[config.mk]
export PLATFORM = sky130hd
export DESIGN_NAME = greedy_set_cover
export DESIGN_NICKNAME = d
export VERILOG_FILES = /design/src/rtl/gsc_pkg.sv /design/src/rtl/gsc_ram.sv /design/src/rtl/gsc_dp.sv /design/src/rtl/gsc_ctrl.sv /design/src/rtl/greedy_set_cover.sv
export SDC_FILE = /design/constraint.sdc
export NUM_CORES = 2
export LEC_CHECK = 0
export BUFFER_PORTS_ARGS = -buffer_cell sky130_fd_sc_hd__buf_2
export CAP_MARGIN = 25
export CORE_UTILIZATION = 35
export DETAILED_ROUTE_END_ITERATION = 10
export GPL_TIMING_DRIVEN = 0
export SLEW_MARGIN = 40
export SYNTH_ARGS = -nofsm -noshare
export SYNTH_HDL_FRONTEND = slang
export SYNTH_SLANG_ARGS = --single-unit
[constraint.sdc]
create_clock -name clk -period 9.95 [get_ports clk]
set_input_delay 0.995 -clock clk [delete_from_list [all_inputs] [get_ports clk]]
set_output_delay 0.995 -clock clk [all_outputs]
set_load 0.02 [all_outputs]
[src/rtl/gsc_pkg.sv]
`timescale 1ns / 1ps
// ----------------------------------------------------------------------------
// gsc_pkg
// Shared types and constants of the greedy set cover engine.
// ----------------------------------------------------------------------------
package gsc_pkg;

  localparam int GSC_MAX_SETS     = 64;
  localparam int GSC_MAX_ELEMENTS = 64;
  localparam int MASK_W           = 64;
  localparam int NUM_W            = 7;
  localparam int SET_IDX_W        = 6;
  localparam int GAIN_W           = 7;

  localparam logic [NUM_W-1:0] NUM_ELEMENTS_RESET = NUM_W'(64);

  typedef enum logic [1:0] {
    ST_LOAD,
    ST_START,
    ST_SCAN,
    ST_EMIT
  } gsc_state_t;

  typedef struct packed {
    logic load;
    logic scan_start;
    logic emit;
    logic finish;
  } gsc_cmd_t;

  typedef struct packed {
    logic scan_done;
    logic no_gain;
    logic cover_full;
  } gsc_status_t;

endpackage

[src/rtl/gsc_ram.sv]
`timescale 1ns / 1ps
// ----------------------------------------------------------------------------
// gsc_ram
// Generic single-write, single-read memory with registered read data.
// ----------------------------------------------------------------------------
module gsc_ram #(
  parameter int WIDTH = 64,
  parameter int DEPTH = 64,
  localparam int AW = (DEPTH > 1) ? $clog2(DEPTH) : 1
) (
  input  logic             clk,
  input  logic             we,
  input  logic [AW-1:0]    waddr,
  input  logic [WIDTH-1:0] wdata,
  input  logic             re,
  input  logic [AW-1:0]    raddr,
  output logic [WIDTH-1:0] rdata
);

  logic [WIDTH-1:0] mem [DEPTH];

  always_ff @(posedge clk) begin
    if (we) begin
      mem[waddr] <= wdata;
    end
    if (re) begin
      rdata <= mem[raddr];
    end
  end

endmodule

[src/rtl/gsc_dp.sv]
`timescale 1ns / 1ps
// ----------------------------------------------------------------------------
// gsc_dp
// Datapath: set row store, sweep pipeline, best-gain tracking, covered mask
// and result registers.
// ----------------------------------------------------------------------------
module gsc_dp #(
  parameter int MAX_SETS = gsc_pkg::GSC_MAX_SETS
) (
  input  logic                              clk,
  input  logic                              rst,
  input  logic                              cfg_we,
  input  logic [gsc_pkg::NUM_W-1:0]         cfg_data,
  input  logic [gsc_pkg::MASK_W-1:0]        member_mask,
  input  gsc_pkg::gsc_cmd_t                 cmd,
  output gsc_pkg::gsc_status_t              status,
  output logic [gsc_pkg::SET_IDX_W-1:0]     chosen_set,
  output logic [gsc_pkg::GAIN_W-1:0]        gain,
  output logic                              last_pick,
  output logic                              no_cover
);
  import gsc_pkg::*;

  localparam int AW   = (MAX_SETS > 1) ? $clog2(MAX_SETS) : 1;
  localparam int CW   = $clog2(MAX_SETS + 1);
  localparam int IDXW = (AW > SET_IDX_W) ? AW : SET_IDX_W;

  function automatic logic [GAIN_W-1:0] popcount(input logic [MASK_W-1:0] v);
    logic [GAIN_W-1:0] c;
    c = '0;
    for (int k = 0; k < MASK_W; k++) begin
      c = c + GAIN_W'(v[k]);
    end
    return c;
  endfunction

  logic [NUM_W-1:0]  num_elements;
  logic [NUM_W-1:0]  n_clamp;
  logic [MASK_W-1:0] uni;
  logic [MASK_W-1:0] covered;
  logic [CW-1:0]     cnt;
  logic [CW-1:0]     raddr;
  logic              scanning;
  logic              v1;
  logic              v2;
  logic [AW-1:0]     idx1;
  logic [AW-1:0]     idx2;
  logic [MASK_W-1:0] rdata;
  logic [MASK_W-1:0] masked;
  logic [GAIN_W-1:0] masked_gain;
  logic [GAIN_W-1:0] best;
  logic [AW-1:0]     best_idx;
  logic [MASK_W-1:0] best_row;
  logic [IDXW-1:0]   best_idx_ext;
  logic              ram_we;

  always_comb begin
    n_clamp = num_elements;
    if (num_elements == '0) begin
      n_clamp = NUM_W'(1);
    end else if (num_elements > NUM_W'(GSC_MAX_ELEMENTS)) begin
      n_clamp = NUM_W'(GSC_MAX_ELEMENTS);
    end
    for (int k = 0; k < MASK_W; k++) begin
      uni[k] = (NUM_W'(k) < n_clamp);
    end
  end

  assign ram_we = cmd.load && (cnt < CW'(MAX_SETS));

  gsc_ram #(
    .WIDTH(MASK_W),
    .DEPTH(MAX_SETS)
  ) u_set_store (
    .clk  (clk),
    .we   (ram_we),
    .waddr(cnt[AW-1:0]),
    .wdata(member_mask),
    .re   (scanning),
    .raddr(raddr[AW-1:0]),
    .rdata(rdata)
  );

  always_ff @(posedge clk) begin
    if (rst) begin
      num_elements <= NUM_ELEMENTS_RESET;
    end else if (cfg_we) begin
      num_elements <= cfg_data;
    end
  end

  always_ff @(posedge clk) begin
    if (rst) begin
      cnt <= '0;
    end else if (cmd.finish) begin
      cnt <= '0;
    end else if (ram_we) begin
      cnt <= cnt + CW'(1);
    end
  end

  always_ff @(posedge clk) begin
    if (rst) begin
      scanning <= 1'b0;
      raddr    <= '0;
      v1       <= 1'b0;
      v2       <= 1'b0;
    end else begin
      v1 <= scanning;
      v2 <= v1;
      if (cmd.scan_start) begin
        scanning <= 1'b1;
        raddr    <= '0;
      end else if (scanning) begin
        raddr <= raddr + CW'(1);
        if (raddr == cnt - CW'(1)) begin
          scanning <= 1'b0;
        end
      end
    end
  end

  always_ff @(posedge clk) begin
    idx1   <= raddr[AW-1:0];
    idx2   <= idx1;
    masked <= rdata & uni & ~covered;
  end

  assign masked_gain = popcount(masked);

  always_ff @(posedge clk) begin
    if (cmd.scan_start) begin
      best     <= '0;
      best_idx <= '0;
      best_row <= '0;
    end else if (v2 && (masked_gain > best)) begin
      best     <= masked_gain;
      best_idx <= idx2;
      best_row <= masked;
    end
  end

  always_ff @(posedge clk) begin
    if (rst) begin
      covered <= '0;
    end else if (cmd.finish) begin
      covered <= '0;
    end else if (cmd.emit) begin
      covered <= covered | best_row;
    end
  end

  assign status.scan_done  = !scanning && !v1 && !v2;
  assign status.no_gain    = (best == '0);
  assign status.cover_full = (((covered | best_row) & uni) == uni);

  assign best_idx_ext = IDXW'(best_idx);

  always_ff @(posedge clk) begin
    if (cmd.emit) begin
      chosen_set <= best_idx_ext[SET_IDX_W-1:0];
      gain       <= best;
      no_cover   <= status.no_gain;
      last_pick  <= status.no_gain || status.cover_full;
    end
  end

endmodule

[src/rtl/gsc_ctrl.sv]
`timescale 1ns / 1ps
// ----------------------------------------------------------------------------
// gsc_ctrl
// Controller: load phase, per-pick sweep sequencing and result handshake.
// ----------------------------------------------------------------------------
module gsc_ctrl (
  input  logic                 clk,
  input  logic                 rst,
  input  logic                 in_valid,
  input  logic                 last_set,
  output logic                 in_stall,
  output logic                 out_valid,
  input  logic                 out_stall,
  output gsc_pkg::gsc_cmd_t    cmd,
  input  gsc_pkg::gsc_status_t status
);
  import gsc_pkg::*;

  gsc_state_t state;
  gsc_state_t state_next;
  logic       out_valid_next;
  logic       out_free;

  assign out_free = !out_valid || !out_stall;

  always_ff @(posedge clk) begin
    if (rst) begin
      state     <= ST_LOAD;
      out_valid <= 1'b0;
    end else begin
      state     <= state_next;
      out_valid <= out_valid_next;
    end
  end

  always_comb begin
    state_next     = state;
    cmd            = '0;
    in_stall       = 1'b1;
    out_valid_next = out_valid && out_stall;
    case (state)
      ST_LOAD: begin
        in_stall = 1'b0;
        if (in_valid) begin
          cmd.load = 1'b1;
          if (last_set) begin
            state_next = ST_START;
          end
        end
      end
      ST_START: begin
        cmd.scan_start = 1'b1;
        state_next     = ST_SCAN;
      end
      ST_SCAN: begin
        if (status.scan_done) begin
          state_next = ST_EMIT;
        end
      end
      ST_EMIT: begin
        if (out_free) begin
          cmd.emit       = 1'b1;
          out_valid_next = 1'b1;
          if (status.no_gain || status.cover_full) begin
            cmd.finish = 1'b1;
            state_next = ST_LOAD;
          end else begin
            state_next = ST_START;
          end
        end
      end
      default: begin
        state_next = ST_LOAD;
      end
    endcase
  end

endmodule

[src/rtl/greedy_set_cover.sv]
`timescale 1ns / 1ps
// ----------------------------------------------------------------------------
// greedy_set_cover
// Greedy set cover: loads set rows, then emits picks until covered or no gain.
// ----------------------------------------------------------------------------
// Set rows load one beat per cycle into a MAX_SETS-row memory. The beat with
// last_set high closes the load; input then stalls while the cover run goes.
// Each pick sweeps every loaded row through the single memory read port, one
// row per cycle; a run makes at most one pick per element, and each pick
// waits for the result handshake. The last result of a run may still sit in
// the output register while the next load starts. num_elements is written over
// the config channel, which is always ready.
// ----------------------------------------------------------------------------
module greedy_set_cover #(
  parameter int MAX_SETS = gsc_pkg::GSC_MAX_SETS
) (
  input  logic                          clk,
  input  logic                          rst,
  input  logic                          cfg_valid,
  output logic                          cfg_ready,
  input  logic [gsc_pkg::NUM_W-1:0]     cfg_data,
  input  logic                          in_valid,
  output logic                          in_stall,
  input  logic [gsc_pkg::MASK_W-1:0]    member_mask,
  input  logic                          last_set,
  output logic                          out_valid,
  input  logic                          out_stall,
  output logic [gsc_pkg::SET_IDX_W-1:0] chosen_set,
  output logic [gsc_pkg::GAIN_W-1:0]    gain,
  output logic                          last_pick,
  output logic                          no_cover
);
  import gsc_pkg::*;

  gsc_cmd_t    cmd;
  gsc_status_t status;

  assign cfg_ready = 1'b1;

  gsc_ctrl u_ctrl (
    .clk      (clk),
    .rst      (rst),
    .in_valid (in_valid),
    .last_set (last_set),
    .in_stall (in_stall),
    .out_valid(out_valid),
    .out_stall(out_stall),
    .cmd      (cmd),
    .status   (status)
  );

  gsc_dp #(
    .MAX_SETS(MAX_SETS)
  ) u_dp (
    .clk        (clk),
    .rst        (rst),
    .cfg_we     (cfg_valid && cfg_ready),
    .cfg_data   (cfg_data),
    .member_mask(member_mask),
    .cmd        (cmd),
    .status     (status),
    .chosen_set (chosen_set),
    .gain       (gain),
    .last_pick  (last_pick),
    .no_cover   (no_cover)
  );

endmodule
## Word level (Yosys, flattened, before mapping)

Memories as Yosys holds them, arrays and structs flattened. A register that Yosys moved wholly into a read port is not among the register bits.
Cells that the tools add are included.

- Flip-flop bits (word level): 259
- Memory bits (writable): 4096
- Bits of input ports: 77
- Memories: 1

- Add/sub/neg operators: 66
- Order comparisons: 67
- Eq/ne operators: 9
- Multiplexer cells: 22
- Bitwise logic cells: 5
- Reduce and logical (&&, ||, !) cells: 18

Memory list:

| name | words | width | rd ports | clocked after Yosys merged registers in | wr ports | RTL line | text |
|---|---|---|---|---|---|---|---|
| u_dp.u_set_store.mem | 64 | 64 | 1 | 1 | 1 | gsc_ram.sv:20 | `logic [WIDTH-1:0] mem [DEPTH];` |

Operators by type and width:

| kind | count |
|---|---|
| $add 7x1->7 | 62 |
| $lt 6x7->1 const A | 32 |
| $and 64x64->64 | 3 |
| $lt 5x7->1 const A | 16 |
| $eq 64x64->1 | 1 |
| $not 64->64 | 1 |
| $or 64x64->64 | 1 |
| $lt 4x7->1 const A | 8 |
| $lt 3x7->1 const A | 4 |
| $add 7x1->7 const B | 2 |
| $logic_not 7->1 | 2 |
| $lt 1x7->1 const A | 2 |
| $lt 2x7->1 const A | 2 |
| $mux 7 | 2 |
| $mux 1 | 13 |
| $mux 2 | 6 |
| $pmux 2 s4 | 1 |
| $eq 7x7->1 | 1 |
| $gt 7x7->1 | 1 |
| $gt 7x7->1 const B | 1 |
| $lt 7x7->1 const B | 1 |
| $sub 7x1->7 const B | 1 |
| $ne 2x2->1 const B | 3 |
| $logic_and 1x1->1 | 5 |
| 9 further kinds | 16 |

## Longest topological paths before layout

- Word-level depth: 65
- Mapped depth: 31
- Gate-level depth less buffers: 28

## By module

A second synthesis with hierarchy kept.

- Cells, all modules: 7829
- Area total of the unflattened synthesis: 168813.2 um^2

By module, submodules not included:

| module | times used | cells an instance | area an instance (um^2) | sequential area each (um^2) |
|---|---|---|---|---|
| gsc_ram | 1 | 6598 | 156989.3 | 124919.8 |
| gsc_dp | 1 | 1201 | 11552.3 | 5275.1 |
| gsc_ctrl | 1 | 28 | 260.2 | 60.1 |
| greedy_set_cover | 1 | 2 | 11.3 | 0.0 |

## Worst setup path before layout

No wires, ideal clock.

- Path kind: reg2reg
- From: reg u_dp.masked[54]
- To: reg u_dp.best_row[53]
- Library setup time: 0.070 ns
- Data arrival time: 7.316 ns
- Required time: 9.880 ns
- Path slack: 2.563 ns
- Cell stages (with the launch flop): 30
- Clock period less this slack: 7.387 ns
- Cell sequence: dfxtp_1 fa_1 inv_1 fa_1 inv_1 fa_1 inv_1 fa_1 inv_1 fa_1 inv_1 fa_1 fa_1 fa_1 fa_1 fa_1 nor2b_1 o21ai_0 a21boi_0 o21ai_0 nand2b_1 ha_1 nand4_1 o221a_2 o31a_1 clkbuf_1 clkbuf_1 buf_1 nand2_1 a21oi_1

- Cells in the longest elaborated chain, start to end: 12

RTL lines:

| item | RTL line | text |
|---|---|---|
| from (decl) | gsc_dp.sv:49 | `logic [MASK_W-1:0] masked;` |
| from (signal assigned) | gsc_dp.sv:126 | `masked <= rdata & uni & ~covered;` |
| $add 7x1->7 (10 in a row) | gsc_dp.sv:32 | `c = c + GAIN_W'(v[k]);` |
| net u_dp.masked_gain[6] | gsc_dp.sv:50 | `logic [GAIN_W-1:0] masked_gain;` |
| $gt 7x7->1 | gsc_dp.sv:136 | `end else if (v2 && (masked_gain > best)) begin` |
| $logic_and 1x1->1 | gsc_dp.sv:136 |  |
| to (signal assigned) | gsc_dp.sv:139 | `best_row <= masked;` |
| to (decl) | gsc_dp.sv:53 | `logic [MASK_W-1:0] best_row;` |

The timed path passes the listed nets, and every way through them passes these cells.
A chain may end at the register's enable or synchronous reset.

## Final worst setup path

- From: reg u_dp.masked[54]
- To: reg u_dp.best_row[30]

Same word-level chain as after synthesis.

==> impl_metrics.toml <==
[timing]
tightest_slew_ns = 0.928
slew_headroom_pct = 38.1
finalMaxSlewViolations = 0
hold_violations = 0
post-route-period-util_pct = 91.8
fmax_mhz = 109
rsz0062_at_grt = "no"
min_period_ns = 9.13
setup_viol = 0
finalSetupTns_ns = 0
finalClockSkew_ns = 0.0939

[cells_and_area]
n_fill_cell = 40668
stdcell_count = 14915
fin_nets = 8285
drive_gt1_share_pct = 33.1
final_cell_mix = "edfxtp_1 (4175), mux4_2 (1344), clkbuf_16 (443), dfxtp_1 (243), a21oi_1 (231)"
area_growth_pct = 18.7
final_common_cell = "edfxtp_1"

[setup_path]
critPathKind = "reg -> reg"
cp_num_buf_inv = 8
crit_arrival_ns = 10.00
cpMaxStageDelayCell = "clkbuf_1"
crit_cells = 28
reg2regPathDepth = 28
cp_max_fo = 10
cp-end-kind = "register"
worstSetupStartpointType = "register"
cpMostUsedCell = "fa_1"
path_delay_family = "adder cells"
required_ns = 10.81
cpPeakStageDelay_ns = 0.71

[placement]
hpwl_um = 329000
placed_cells = 14073
port_buffers = 92
gp_congestion = 0.886

[route]
wl_per_cell_um = 31.2
ant_nets = 0
drc = 0
wl_um = 465000
vias = 81919
drt_iter0_markers = 11195
viasPerCell = 5.49
drtPass1Iterations = 6

[power_and_ir_drop]
cell_internal_pwr_mw = 37.5
power.leakage_nw = 61.0
switchingPower_mw = 17.3
ir_drop_mv = 2.14
swShare_pct = 31.6
combPwrFrac_pct = 31.4
power.share.clock_pct = 30.1
p_seq_share_pct = 38.5
powerDensity_nw_per_um2 = 274

[clocking]
cts-resized-gates = 0
cts_made_buffers = 438
insertion_delay_ns = 1.01
clk_pin_slew_ns = 0.06
cts.root.buffer_cell = "clkbuf_16"
clock_path_buffers = 4
ctsHoldBuffers = 0
clock_sinks = 4419
cts_tree = "done"
htree_levels = 5
cts_setup_buffers = 0

[yosys]
yosys_warnings = 0
synth-seq-cells = 4419
syn_avg_cell_area_sq_um = 23.5
synth_fp_nets = 7345
synth_edf_count = 4175
yosys-top-cells-area = "edfxtp_1 (74%), mux4_2 (18%), dfxtp_1 (2.9%)"
synthArstFlopShare_pct = 0
yosysUniqueCellTypes = 77
yosysSeqAreaShare_pct = 77.3
netlist_area_sq_um = 169000
yosys.area.top_type = "edfxtp_1"
syn_inst = 7183
synth_flop_cell = "edfxtp_1"
synth_top_cell_area_share_pct = 74.4

[floorplan]
io_pins = 95
core-area_sq_um = 479000
die_x_um = 696
fp.dieArea_sq_um = 484000
rows = 254
fp.dieH_um = 696
start_util_pct = 35.2

[grt]
antenna_found_initial = 53
busiest_layer = "met2"
grt_pass1_wl_um = 644000
grt_use_met3_pct = 3.65
gr-usage-met2_pct = 31.3
overflow = 0
grt_max_degree = 65
grt_pass1_vias = 82693
grtUsageTotal_pct = 18.9
grtUsageMet1_pct = 25.4

[run_status]
status = "finished, final reports clean"

[hold_path]
hold_path_depth = 3
hold_path.class = "in -> reg"

[run]
drv_cap = 0
[cells by family (layout without fill, tap and decap cells)]
| group | Yosys count | in the layout | share of synthesized area (%) |
|---|---|---|---|
| multiplexers | 1353 | 1353 | 18.0 |
| AND/OR/NAND/NOR | 446 | 446 | 1.28 |
| AO/OA/AOI/OAI | 347 | 347 | 1.23 |
| other | 1 | 26 | 0.00222 |
| buffers and inverters | 513 | 1820 | 1.22 |
| XOR/XNOR | 18 | 18 | 0.0935 |
| flip-flops | 4419 | 4419 | 77.3 |
| adder cells (fa/ha/maj) | 86 | 86 | 0.877 |
[cells in the mapped netlist (18+ instances only)]
cell	number
buf_2	18
mux4_2	1344
fa_1	54
nor3_1	22
nor2_1	109
o21ai_0	21
a2111oi_0	28
buf_1	99
dfxtp_1	244
nand2_1	171
a21oi_1	231
edfxtp_1	4175
nor3b_1	24
ha_1	31
inv_1	125
clkbuf_1	255
[power groups by stage]
| stage | combinational (mW) | sequential (mW) | clock [mW] |
|---|---|---|---|
| after floorplan | 13.0 | 21.4 | 0 |
| after CTS | 17.5 | 21.1 | 16.7 |
| after detailed placement | 17.4 | 21.5 | 0 |
| after global routing | 18.7 | 21.1 | 17.4 |
| after global placement | 17.3 | 21.6 | 0 |
| final | 17.2 | 21.1 | 16.5 |
[layer usage]
| metal | share of wire (%) | routed length, um |
|---|---|---|
| met1 | 39 | 181000 |
| met2 | 49 | 228000 |
| met3 | 9.1 | 42400 |
| met4 | 3.0 | 13900 |
| met5 | 0.020 | 93 |
[per-stage QoR]
stage	instance area, sq um	setup WS [ns]	power [mW]	hold slack (ns)	util [%]
final	200000	0.816	54.9	0.270	41.8
after global routing	200000	0.524	57.2	0.285	41.8
after CTS	200000	0.888	55.3	0.218	41.7
after detailed placement	186000	0.901	38.9	0.312	38.7
after global placement	177000	-3.57	38.9	0.318	37.0
after floorplan	169000	2.56	34.3	0.310	-
[state kept, by name, summed over array words and instances (netlist names), 7 cells and up]
register,count
u_dp.best,7
u_dp.raddr,7
u_dp.num_elements,7
u_dp.cnt,7
u_dp.u_set_store.mem,4096
u_dp.covered,64
u_dp.masked,64
u_dp.best_row,64
u_dp.u_set_store.rdata,64
u_dp.gain,7
[cell type report]
class	instances	area (sq um)	area share [%]
antenna	25	62.6	0.0313
timing repair buffer	500	8330	4.16
clock buffer	513	11400	5.68
tap	6400	8010	4.00
inverter	126	473	0.236
buffer	387	1910	0.953
clock inverter	294	3000	1.50
sequential	4419	130000	65.1
multi-input combinational	2251	36700	18.3
[final timing paths]
path                        start              endpoint  slack, ns
hold reg to reg      u_dp.idx1[0]          u_dp.idx2[0]       0.33
setup / recovery  u_dp.masked[54]     u_dp.best_row[30]       0.82
hold / removal        cfg_data[6]  u_dp.num_elements[6]       0.27
setup reg to reg  u_dp.masked[54]     u_dp.best_row[30]       0.82
[worst reg2reg max path: cells and delay by family (launching register included)]
kind	cells	cell delay [ns]
AO/OA/AOI/OAI	6	1.42
flip-flops	1	0.33
buffers and inverters	8	1.56
adder cells (fa/ha/maj)	10	4.66
AND/OR/NAND/NOR	4	1.07
(Power assumes the default switching activity.)
